==> config.mk <==
export PLATFORM = sky130hd
export DESIGN_NAME = keyed_device_slot_table_with_aging
export DESIGN_NICKNAME = d
export VERILOG_FILES = /design/src/kdst_pkg.sv /design/src/kdst_front.sv /design/src/kdst_fifo.sv /design/src/kdst_back.sv /design/src/keyed_device_slot_table_with_aging.sv
export SDC_FILE = /design/constraint.sdc
export NUM_CORES = 2
export LEC_CHECK = 0
export BUFFER_PORTS_ARGS = -buffer_cell sky130_fd_sc_hd__buf_2
export CORE_ASPECT_RATIO = 1.1
export CORE_MARGIN = 5
export CORE_UTILIZATION = 45
export CTS_BUF_LIST = sky130_fd_sc_hd__clkbuf_4 sky130_fd_sc_hd__clkbuf_8
export DETAILED_ROUTE_END_ITERATION = 8
export PLACE_DENSITY = 0.64
export REMOVE_ABC_BUFFERS = 1
export SKIP_CTS_REPAIR_TIMING = 1
export SLEW_MARGIN = 20
export SYNTH_ARGS = -nofsm -noshare
export SYNTH_HDL_FRONTEND = slang
export SYNTH_HIERARCHICAL = 1
export SYNTH_SLANG_ARGS = --single-unit
==> constraint.sdc <==
create_clock -name clk -period 13.3 [get_ports clk]
set_input_delay 2.66 -clock clk [delete_from_list [all_inputs] [get_ports clk]]
set_output_delay 2.66 -clock clk [all_outputs]
set_load 0.05 [all_outputs]
==> src/kdst_pkg.sv <==
// Shared types and constants of the keyed device slot table.
`default_nettype none

package kdst_pkg;

    // Request codes on the input tuser
    localparam logic [1:0] REQ_ADV   = 2'd0;
    localparam logic [1:0] REQ_SWEEP = 2'd1;
    localparam logic [1:0] REQ_QUERY = 2'd2;

    // Configuration register indexes
    localparam logic [1:0] CFG_OFFLINE = 2'd0;
    localparam logic [1:0] CFG_REMOVE  = 2'd1;
    localparam logic [1:0] CFG_AGE_CAP = 2'd2;

    localparam logic [7:0] MIN_PAYLOAD  = 8'd6;
    localparam logic [7:0] BATT_PAYLOAD = 8'd7;
    localparam logic [7:0] OCC_PAYLOAD  = 8'd8;
    localparam logic [8:0] BATT_NONE    = 9'h1FF;

    // floor(x / 1000) = (x * AGE_RECIP) >> AGE_SHIFT for any 32-bit x
    localparam logic [28:0] AGE_RECIP = 29'd274877907;
    localparam int          AGE_SHIFT = 38;

    typedef enum logic [1:0] {
        K_NOP,
        K_ADV,
        K_SWEEP,
        K_QUERY
    } kdst_kind_t;

    typedef enum logic [1:0] {
        ST_EMPTY,
        ST_ACTIVE,
        ST_OFFLINE
    } kdst_status_t;

    typedef enum logic [2:0] {
        B_IDLE,
        B_ADV_SCAN,
        B_ADV_WRITE,
        B_SWEEP,
        B_QUERY,
        B_AGE_MUL,
        B_AGE_CAP,
        B_DONE
    } kdst_state_t;

    typedef struct packed {
        kdst_kind_t  kind;
        logic [31:0] now_ms;
        logic [47:0] device_addr;
        logic [31:0] motion_count;
        logic [8:0]  battery;
        logic [7:0]  occupied;
        logic [3:0]  query_slot;
    } kdst_item_t;

    typedef struct packed {
        logic [31:0] offline_after_ms;
        logic [31:0] remove_after_ms;
        logic [15:0] age_cap_seconds;
    } kdst_cfg_t;

    typedef struct packed {
        logic        slot_valid;
        logic        publish;
        logic        table_full;
        logic [2:0]  slot_index;
        logic [31:0] count_out;
        logic [8:0]  battery_out;
        logic [7:0]  occupied_out;
        logic [15:0] age_seconds;
        logic [3:0]  visible_count;
    } kdst_res_t;

endpackage

`default_nettype wire

==> src/kdst_front.sv <==
// Front end: unpacks an input transfer and classifies it for the back end.
`default_nettype none

module kdst_front
    import kdst_pkg::*;
#(
    parameter int SLOTS = 8
)
(
    input  wire logic [143:0] s_tdata,
    input  wire logic [1:0]   s_tuser,
    output kdst_item_t        item
);

    logic [7:0] payload_len;
    logic [7:0] battery_raw;
    logic [7:0] occupied_raw;
    logic [3:0] query_slot;

    assign payload_len  = s_tdata[87:80];
    assign battery_raw  = s_tdata[127:120];
    assign occupied_raw = s_tdata[135:128];
    assign query_slot   = s_tdata[139:136];

    always_comb
    begin
        item.now_ms       = s_tdata[31:0];
        item.device_addr  = s_tdata[79:32];
        item.motion_count = s_tdata[119:88];
        item.battery      = (payload_len >= BATT_PAYLOAD) ? {1'b0, battery_raw} : BATT_NONE;
        item.occupied     = (payload_len >= OCC_PAYLOAD) ? occupied_raw : 8'd0;
        item.query_slot   = query_slot;
        // Short payloads, out-of-range queries and unknown codes only report the visible count
        unique case (s_tuser)
            REQ_ADV:   item.kind = (payload_len >= MIN_PAYLOAD) ? K_ADV : K_NOP;
            REQ_SWEEP: item.kind = K_SWEEP;
            REQ_QUERY: item.kind = (32'(query_slot) < SLOTS) ? K_QUERY : K_NOP;
            default:   item.kind = K_NOP;
        endcase
    end

endmodule

`default_nettype wire

==> src/kdst_fifo.sv <==
// Two-entry queue between the front and back ends.
`default_nettype none

module kdst_fifo
    import kdst_pkg::*;
(
    input  wire logic clk,
    input  wire logic rst_n,
    input  wire logic in_valid,
    output logic      in_ready,
    input  wire kdst_item_t in_item,
    output logic      out_valid,
    input  wire logic out_pop,
    output kdst_item_t out_item
);

    kdst_item_t entry_reg [2];
    logic       wr_ptr_reg;
    logic       rd_ptr_reg;
    logic [1:0] count_reg;
    logic       push;
    logic       pop;

    assign in_ready  = (count_reg != 2'd2);
    assign out_valid = (count_reg != 2'd0);
    assign out_item  = entry_reg[rd_ptr_reg];
    assign push      = in_valid && in_ready;
    assign pop       = out_pop && out_valid;

    always_ff @(posedge clk or negedge rst_n)
    begin
        if (!rst_n)
        begin
            wr_ptr_reg <= 1'b0;
            rd_ptr_reg <= 1'b0;
            count_reg  <= 2'd0;
        end
        else
        begin
            if (push)
                wr_ptr_reg <= ~wr_ptr_reg;
            if (pop)
                rd_ptr_reg <= ~rd_ptr_reg;
            if (push && !pop)
                count_reg <= count_reg + 2'd1;
            else if (pop && !push)
                count_reg <= count_reg - 2'd1;
        end
    end

    always_ff @(posedge clk)
    begin
        if (push)
            entry_reg[wr_ptr_reg] <= in_item;
    end

endmodule

`default_nettype wire

==> src/kdst_back.sv <==
// Back end: slot table, per-slot scan sequencer, age divider and result register.
`default_nettype none

module kdst_back
    import kdst_pkg::*;
#(
    parameter int SLOTS = 8
)
(
    input  wire logic        clk,
    input  wire logic        rst_n,
    input  wire logic        q_valid,
    output logic             q_pop,
    input  wire kdst_item_t  q_item,
    input  wire kdst_cfg_t   cfg,
    output logic             m_tvalid,
    input  wire logic        m_tready,
    output logic [71:0]      m_tdata,
    output logic [2:0]       m_tuser
);

    localparam int SW = (SLOTS > 1) ? $clog2(SLOTS) : 1;
    localparam int VW = $clog2(SLOTS + 1);
    localparam logic [SW-1:0] LAST_IDX = SW'(SLOTS - 1);

    kdst_state_t  state_reg;
    kdst_state_t  state_next;

    kdst_status_t status_reg [SLOTS];
    logic [47:0]  addr_mem   [SLOTS];
    logic [31:0]  motion_mem [SLOTS];
    logic [8:0]   batt_mem   [SLOTS];
    logic [31:0]  seen_mem   [SLOTS];

    kdst_item_t   item_reg;
    logic [SW-1:0] idx_reg;
    logic         hit_found_reg;
    logic [SW-1:0] hit_idx_reg;
    logic         free_found_reg;
    logic [SW-1:0] free_idx_reg;
    logic [VW-1:0] vis_reg;
    logic [VW-1:0] sweep_vis_reg;
    kdst_res_t    res_reg;
    logic [31:0]  diff_reg;
    logic [60:0]  prod_reg;
    logic         out_valid_reg;
    kdst_res_t    out_res_reg;

    logic          scan_last;
    logic          out_load;
    logic [SW-1:0] rd_idx;
    kdst_status_t  rd_status;
    logic [47:0]   rd_addr;
    logic [31:0]   rd_motion;
    logic [8:0]    rd_batt;
    logic [31:0]   rd_seen;
    logic [31:0]   age_ms;
    logic          slot_used;
    logic          hit;
    kdst_status_t  sweep_status;
    logic [VW-1:0] sweep_vis;
    logic [SW-1:0] wr_idx;
    logic          adv_ok;
    logic          pub;
    logic [VW-1:0] wr_plus;
    logic [22:0]   secs;
    kdst_res_t     res_out;

    // Next state
    always_comb
    begin
        state_next = state_reg;
        unique case (state_reg)
            B_IDLE:
            begin
                if (q_valid)
                begin
                    unique case (q_item.kind)
                        K_ADV:   state_next = B_ADV_SCAN;
                        K_SWEEP: state_next = B_SWEEP;
                        K_QUERY: state_next = B_QUERY;
                        K_NOP:   state_next = B_DONE;
                        default: state_next = B_DONE;
                    endcase
                end
            end
            B_ADV_SCAN:  if (scan_last) state_next = B_ADV_WRITE;
            B_ADV_WRITE: state_next = B_DONE;
            B_SWEEP:     if (scan_last) state_next = B_DONE;
            B_QUERY:     state_next = B_AGE_MUL;
            B_AGE_MUL:   state_next = B_AGE_CAP;
            B_AGE_CAP:   state_next = B_DONE;
            B_DONE:      if (out_load) state_next = B_IDLE;
            default:     state_next = B_IDLE;
        endcase
    end

    // Sequencer outputs
    always_comb
    begin
        q_pop     = (state_reg == B_IDLE) && q_valid;
        scan_last = (idx_reg == LAST_IDX);
        out_load  = (state_reg == B_DONE) && (!out_valid_reg || m_tready);
        unique case (state_reg)
            B_ADV_WRITE: rd_idx = hit_idx_reg;
            B_QUERY:     rd_idx = SW'(item_reg.query_slot);
            default:     rd_idx = idx_reg;
        endcase
    end

    // Slot read and per-slot decisions
    always_comb
    begin
        rd_status = status_reg[rd_idx];
        rd_addr   = addr_mem[rd_idx];
        rd_motion = motion_mem[rd_idx];
        rd_batt   = batt_mem[rd_idx];
        rd_seen   = seen_mem[rd_idx];
        age_ms    = item_reg.now_ms - rd_seen;
        slot_used = (rd_status != ST_EMPTY);
        hit       = slot_used && (rd_addr == item_reg.device_addr);

        priority if (!slot_used || (age_ms > cfg.remove_after_ms))
            sweep_status = ST_EMPTY;
        else if ((age_ms > cfg.offline_after_ms) && (rd_status == ST_ACTIVE))
            sweep_status = ST_OFFLINE;
        else
            sweep_status = rd_status;
        sweep_vis = (sweep_status != ST_EMPTY) ? (VW'(idx_reg) + VW'(1)) : sweep_vis_reg;

        wr_idx  = hit_found_reg ? hit_idx_reg : free_idx_reg;
        adv_ok  = hit_found_reg || free_found_reg;
        pub     = !hit_found_reg || (rd_motion != item_reg.motion_count)
                  || (rd_batt != item_reg.battery);
        wr_plus = VW'(wr_idx) + VW'(1);
        secs    = prod_reg[60:AGE_SHIFT];

        // merge the visible count into the finished result
        res_out               = res_reg;
        res_out.visible_count = 4'(vis_reg);
    end

    // Control state
    always_ff @(posedge clk or negedge rst_n)
    begin
        if (!rst_n)
        begin
            state_reg      <= B_IDLE;
            idx_reg        <= '0;
            hit_found_reg  <= 1'b0;
            free_found_reg <= 1'b0;
            vis_reg        <= '0;
            sweep_vis_reg  <= '0;
            out_valid_reg  <= 1'b0;
            for (int i = 0; i < SLOTS; i++)
                status_reg[i] <= ST_EMPTY;
        end
        else
        begin
            state_reg <= state_next;
            unique case (state_reg)
                B_IDLE:
                begin
                    idx_reg        <= '0;
                    hit_found_reg  <= 1'b0;
                    free_found_reg <= 1'b0;
                    sweep_vis_reg  <= '0;
                end
                B_ADV_SCAN:
                begin
                    if (hit)
                        hit_found_reg <= 1'b1;
                    if (!slot_used)
                        free_found_reg <= 1'b1;
                    idx_reg <= idx_reg + SW'(1);
                end
                B_ADV_WRITE:
                begin
                    if (adv_ok)
                    begin
                        status_reg[wr_idx] <= ST_ACTIVE;
                        if (wr_plus > vis_reg)
                            vis_reg <= wr_plus;
                    end
                end
                B_SWEEP:
                begin
                    status_reg[idx_reg] <= sweep_status;
                    sweep_vis_reg       <= sweep_vis;
                    idx_reg             <= idx_reg + SW'(1);
                    if (scan_last)
                        vis_reg <= sweep_vis;
                end
                default:
                begin
                end
            endcase
            if (out_load)
                out_valid_reg <= 1'b1;
            else if (m_tready)
                out_valid_reg <= 1'b0;
        end
    end

    // Slot data and result payload
    always_ff @(posedge clk)
    begin
        unique case (state_reg)
            B_IDLE:
            begin
                if (q_valid)
                begin
                    item_reg <= q_item;
                    res_reg  <= '0;
                end
            end
            B_ADV_SCAN:
            begin
                // keep the first match and the first empty slot
                if (hit && !hit_found_reg)
                    hit_idx_reg <= idx_reg;
                if (!slot_used && !free_found_reg)
                    free_idx_reg <= idx_reg;
            end
            B_ADV_WRITE:
            begin
                if (adv_ok)
                begin
                    addr_mem[wr_idx]     <= item_reg.device_addr;
                    motion_mem[wr_idx]   <= item_reg.motion_count;
                    batt_mem[wr_idx]     <= item_reg.battery;
                    seen_mem[wr_idx]     <= item_reg.now_ms;
                    res_reg.slot_valid   <= 1'b1;
                    res_reg.slot_index   <= 3'(wr_idx);
                    res_reg.publish      <= pub;
                    res_reg.count_out    <= item_reg.motion_count;
                    res_reg.battery_out  <= item_reg.battery;
                    res_reg.occupied_out <= item_reg.occupied;
                end
                else
                    res_reg.table_full <= 1'b1;
            end
            B_QUERY:
            begin
                res_reg.slot_index <= item_reg.query_slot[2:0];
                if (slot_used)
                begin
                    res_reg.slot_valid  <= 1'b1;
                    res_reg.count_out   <= rd_motion;
                    res_reg.battery_out <= rd_batt;
                end
                diff_reg <= age_ms;
            end
            B_AGE_MUL:
                prod_reg <= 61'(diff_reg) * 61'(AGE_RECIP);
            B_AGE_CAP:
            begin
                if (res_reg.slot_valid)
                    res_reg.age_seconds <= (secs > 23'(cfg.age_cap_seconds))
                                           ? cfg.age_cap_seconds : secs[15:0];
            end
            default:
            begin
            end
        endcase
        if (out_load)
            out_res_reg <= res_out;
    end

    assign m_tvalid = out_valid_reg;
    assign m_tuser  = {out_res_reg.table_full, out_res_reg.publish, out_res_reg.slot_valid};
    assign m_tdata  = {out_res_reg.visible_count, out_res_reg.age_seconds,
                       out_res_reg.occupied_out, out_res_reg.battery_out,
                       out_res_reg.count_out, out_res_reg.slot_index};

endmodule

`default_nettype wire

==> src/keyed_device_slot_table_with_aging.sv <==
// Top level of the keyed device slot table with aging.
//
//  channel  dir  handshake          payload
//  s_*      in   s_tvalid/s_tready  s_tuser: req_type; s_tdata: request fields
//  m_*      out  m_tvalid/m_tready  m_tuser: flags; m_tdata: slot data and counts
//  cfg_*    in   cfg_we             cfg_addr selects the register, cfg_wdata
//
// An advertisement visits one slot per cycle for the match and free-slot search,
// then writes; a sweep visits every slot in turn; a query reads the slot, multiplies
// its age by the reciprocal of 1000 and saturates. The back end works one item
// at a time; a two-entry queue takes up to two further transfers while it is busy.
// Reset empties every slot and loads the default limits; the slot data is not cleared.
// A stalled result holds in the output register while the back end takes the next item.
`default_nettype none

module keyed_device_slot_table_with_aging
    import kdst_pkg::*;
#(
    parameter int SLOTS = 8
)
(
    input  wire logic         clk,
    input  wire logic         rst_n,
    input  wire logic         s_tvalid,
    output logic              s_tready,
    // [31:0] now_ms, [79:32] device_addr, [87:80] payload_len,
    // [119:88] motion_count, [127:120] battery_raw, [135:128] occupied_raw,
    // [139:136] query_slot, [143:140] zero
    input  wire logic [143:0] s_tdata,
    // [1:0] req_type
    input  wire logic [1:0]   s_tuser,
    output logic              m_tvalid,
    input  wire logic         m_tready,
    // [2:0] slot_index, [34:3] count_out, [43:35] battery_out,
    // [51:44] occupied_out, [67:52] age_seconds, [71:68] visible_count
    output logic [71:0]       m_tdata,
    // [0] slot_valid, [1] publish, [2] table_full
    output logic [2:0]        m_tuser,
    input  wire logic         cfg_we,
    input  wire logic [1:0]   cfg_addr,
    input  wire logic [31:0]  cfg_wdata
);

    kdst_cfg_t  cfg_reg;
    kdst_item_t front_item;
    kdst_item_t queue_item;
    logic       queue_valid;
    logic       queue_pop;

    always_ff @(posedge clk or negedge rst_n)
    begin
        if (!rst_n)
        begin
            cfg_reg.offline_after_ms <= 32'd30000;
            cfg_reg.remove_after_ms  <= 32'd300000;
            cfg_reg.age_cap_seconds  <= 16'd65535;
        end
        else if (cfg_we)
        begin
            unique case (cfg_addr)
                CFG_OFFLINE: cfg_reg.offline_after_ms <= cfg_wdata;
                CFG_REMOVE:  cfg_reg.remove_after_ms  <= cfg_wdata;
                CFG_AGE_CAP: cfg_reg.age_cap_seconds  <= cfg_wdata[15:0];
                default:
                begin
                end
            endcase
        end
    end

    kdst_front #(
        .SLOTS (SLOTS)
    ) u_front (
        .s_tdata (s_tdata),
        .s_tuser (s_tuser),
        .item    (front_item)
    );

    kdst_fifo u_fifo (
        .clk       (clk),
        .rst_n     (rst_n),
        .in_valid  (s_tvalid),
        .in_ready  (s_tready),
        .in_item   (front_item),
        .out_valid (queue_valid),
        .out_pop   (queue_pop),
        .out_item  (queue_item)
    );

    kdst_back #(
        .SLOTS (SLOTS)
    ) u_back (
        .clk      (clk),
        .rst_n    (rst_n),
        .q_valid  (queue_valid),
        .q_pop    (queue_pop),
        .q_item   (queue_item),
        .cfg      (cfg_reg),
        .m_tvalid (m_tvalid),
        .m_tready (m_tready),
        .m_tdata  (m_tdata),
        .m_tuser  (m_tuser)
    );

    // A publish only comes with a placed advertisement
    assert property (@(posedge clk) disable iff (!rst_n)
        (m_tvalid && m_tuser[1]) |-> (m_tuser[0] && !m_tuser[2]))
        else $error("publish without a placed slot");

    // A non-empty slot lies below the visible count
    assert property (@(posedge clk) disable iff (!rst_n)
        (m_tvalid && m_tuser[0]) |-> ((SLOTS > 8) || (m_tdata[71:68] > {1'b0, m_tdata[2:0]})))
        else $error("reported slot beyond the visible count");

    // The queue only fills through an accepted transfer
    assert property (@(posedge clk) disable iff (!rst_n)
        $fell(s_tready) |-> $past(s_tvalid))
        else $error("input stalled without a transfer");

endmodule

`default_nettype wire

==> impl_results.md <==
- Status: completed
- Avg Synthesized Cell Area: roughly 15 sq um
- Hold crit path type: reg2reg
- DRT Wirelength: about 200 mm
- Power per cell area: roughly 210 mW/mm^2
- Core Util, Final: about half
- Design Area, Final: approximately 0.09 sq mm
- Crit-path max FO: 90
- Hold Fails Final Rpt: 0
- H-Tree Depth: 5
- Die span in x: ~420 um
- Routability congestion estimate: between 0.9 and 1
- Minimum clock period: roughly 9.7 ns
- Slowest-stage cell, CP: dfrtp_1
- Max reg flops: 384
- Setup CP Type: reg2reg
- Power, Total: just under 20 mW
- Global route overflow: 0
- Area of the multi-input gates: just under 0.03 sq mm
- Slowest cell delay on critical path: approximately 0.94 ns
- Max_slew headroom: between 20% and 30%
- Routed Antenna Nets: 0
- FMAX: approximately 100 MHz
- Core area: 0.186 sq mm
- Vias in the first global route: 49900
- Die H: approximately 460 um
- Largest net degree at the start of global routing: 140
- Clock root cell: clkbuf_8
- Post-Syn Area: around 0.084 sq mm
- Tot GR Track Use: about a fifth
- Clock transition at the registers of the reported paths: approximately 0.060 ns
- IO buf count: 257
- Post-DP Area: around 0.087 sq mm
- Fill count: around 16000
- Warnings from Yosys: 6
- Setup tns final: 0 ns
- Detailed Route Iter0 Violations: about 3500
- Max-Cap Viols: 0
- CTS tree: done
- Layout net count: approximately 7000
- CP Buf/Inv Count: 3
- Final Worst Setup Slack: around 3.6 ns
- Post-synthesis to final-layout area growth: 10.3%
- First drt pass iteration count: 5
- Worst-Margin Slew: 1.13 ns
- RSZ-0062 raised after global routing: no
- Clk Latency, worst-skew pair: 1.00 ns
- Startpoint Class: flip-flop
- DRC: 0
- Leakage power: between 30 and 40 nW
- IO Pins: about 260
- Delay-heaviest family, CP: compound AO/OA/AOI/OAI gates
- Rows: ~170
- Dpl ws: around 3.8 ns
- Max-slew violations: 0
- CP required: 14.18 ns
- Drt via density: 5.46
- Endpoints failing setup: 0
- Global-route wire length before repair: roughly 300 mm
- Initial core utilization: 45.2%
- Average routed wire per standard cell: 23.1 um
- Total CTS buffers: just under 300
- Total clock sinks: around 1700
- Tcrit/Tclk final: 72.8%
- Initial antenna violation count: 19
- Crit path capture type: flip-flop
- HPWL Detailed: 128 mm
- Reg area: 0.0503 sq mm
- Via Count: 47400
- Critical Path AT: roughly 11 ns
- Deepest clock path buffer count: 4
- Post-synthesis cell count: 5715
- Worst vdd ir: approximately 200 uV
- Clock skew: 0.0911 ns
- Proportion of layout cells with a drive suffix above 1: a little under a fifth
- Die area: approximately 0.2 sq mm
report_power, final:
group | leakage, nW | internal, mW | switching [mW]
Sequential | 15.7 | 6.47 | 0.239
Clock | 2.84 | 2.46 | 1.98
Combinational | 17.4 | 3.15 | 4.92
cell type report:
class                   instances  area share, %
clock inverters                83          0.558
well taps                    2436           3.29
inverters                     653           2.66
clock buffers                 393           5.24
flip-flops and latches       1692           54.2
multi-input cells            3066           31.9
repair buffers                336           2.10
diodes                         13         0.0351
cell usage in the layout, fill, tap and decap left out, drive strengths merged, types with 17 or more instances in the layout:
master	count
a21o	64
o21ai	132
o31ai	20
edfxtp	1575
mux2i	139
and2	17
xor2	62
a2111oi	17
a32oi	20
nor4	17
clkbuf	393
o21a	33
nand2	446
fa	299
a31oi	60
nand3	66
dfstp	31
a21oi	130
mux2	219
nand4	36
nor2b	21
nor3	47
and3	116
xnor2	99
or3	17
clkinv	72
ha	510
buf	336
nor2	86
mux4	102
a211oi	103
inv	653
dfrtp	86
routing by layer:
layer / global-route usage [%] / vias to the layer above / share of wire, %
met1: 26.5 / 24100 / 42
met3: 3.87 / 327 / 6.0
met2: 34.8 / 1457 / 50
li1: - / 21500 / -
met4: 6.26 / 8 / 2.8
met5: 0 / - / 0.025
path summary, 6_finish.rpt:
path / from / endpoint / slack [ns] / cells past startpoint
setup / recovery: u_back/state_reg[0] / u_back/status_reg[0] / 3.62 / 28
hold / removal: u_back/res_out[20] / u_back/m_tdata[44] / 0.41 / 0
setup reg to reg: u_back/state_reg[0] / u_back/status_reg[0] / 3.62 / 28
hold reg to reg: u_back/res_out[20] / u_back/m_tdata[44] / 0.41 / 0
max in group asynchronous: rst_n / cfg_reg[63] / 10.34 / 2
min in group asynchronous: rst_n / u_back/m_tvalid / 1.70 / 1
metrics by stage:
| stage | hold slack, ns | std cells |
|---|---|---|
| final | 0.405 | 8672 |
| after global routing | 0.412 | 8662 |
| after CTS | 0.398 | 8659 |
| after detailed placement | 0.405 | 8183 |
| after global placement | 0.404 | 8183 |
| after floorplan | 0.400 | 5411 |
No activity file was read; power rests on OpenSTA's default activity.
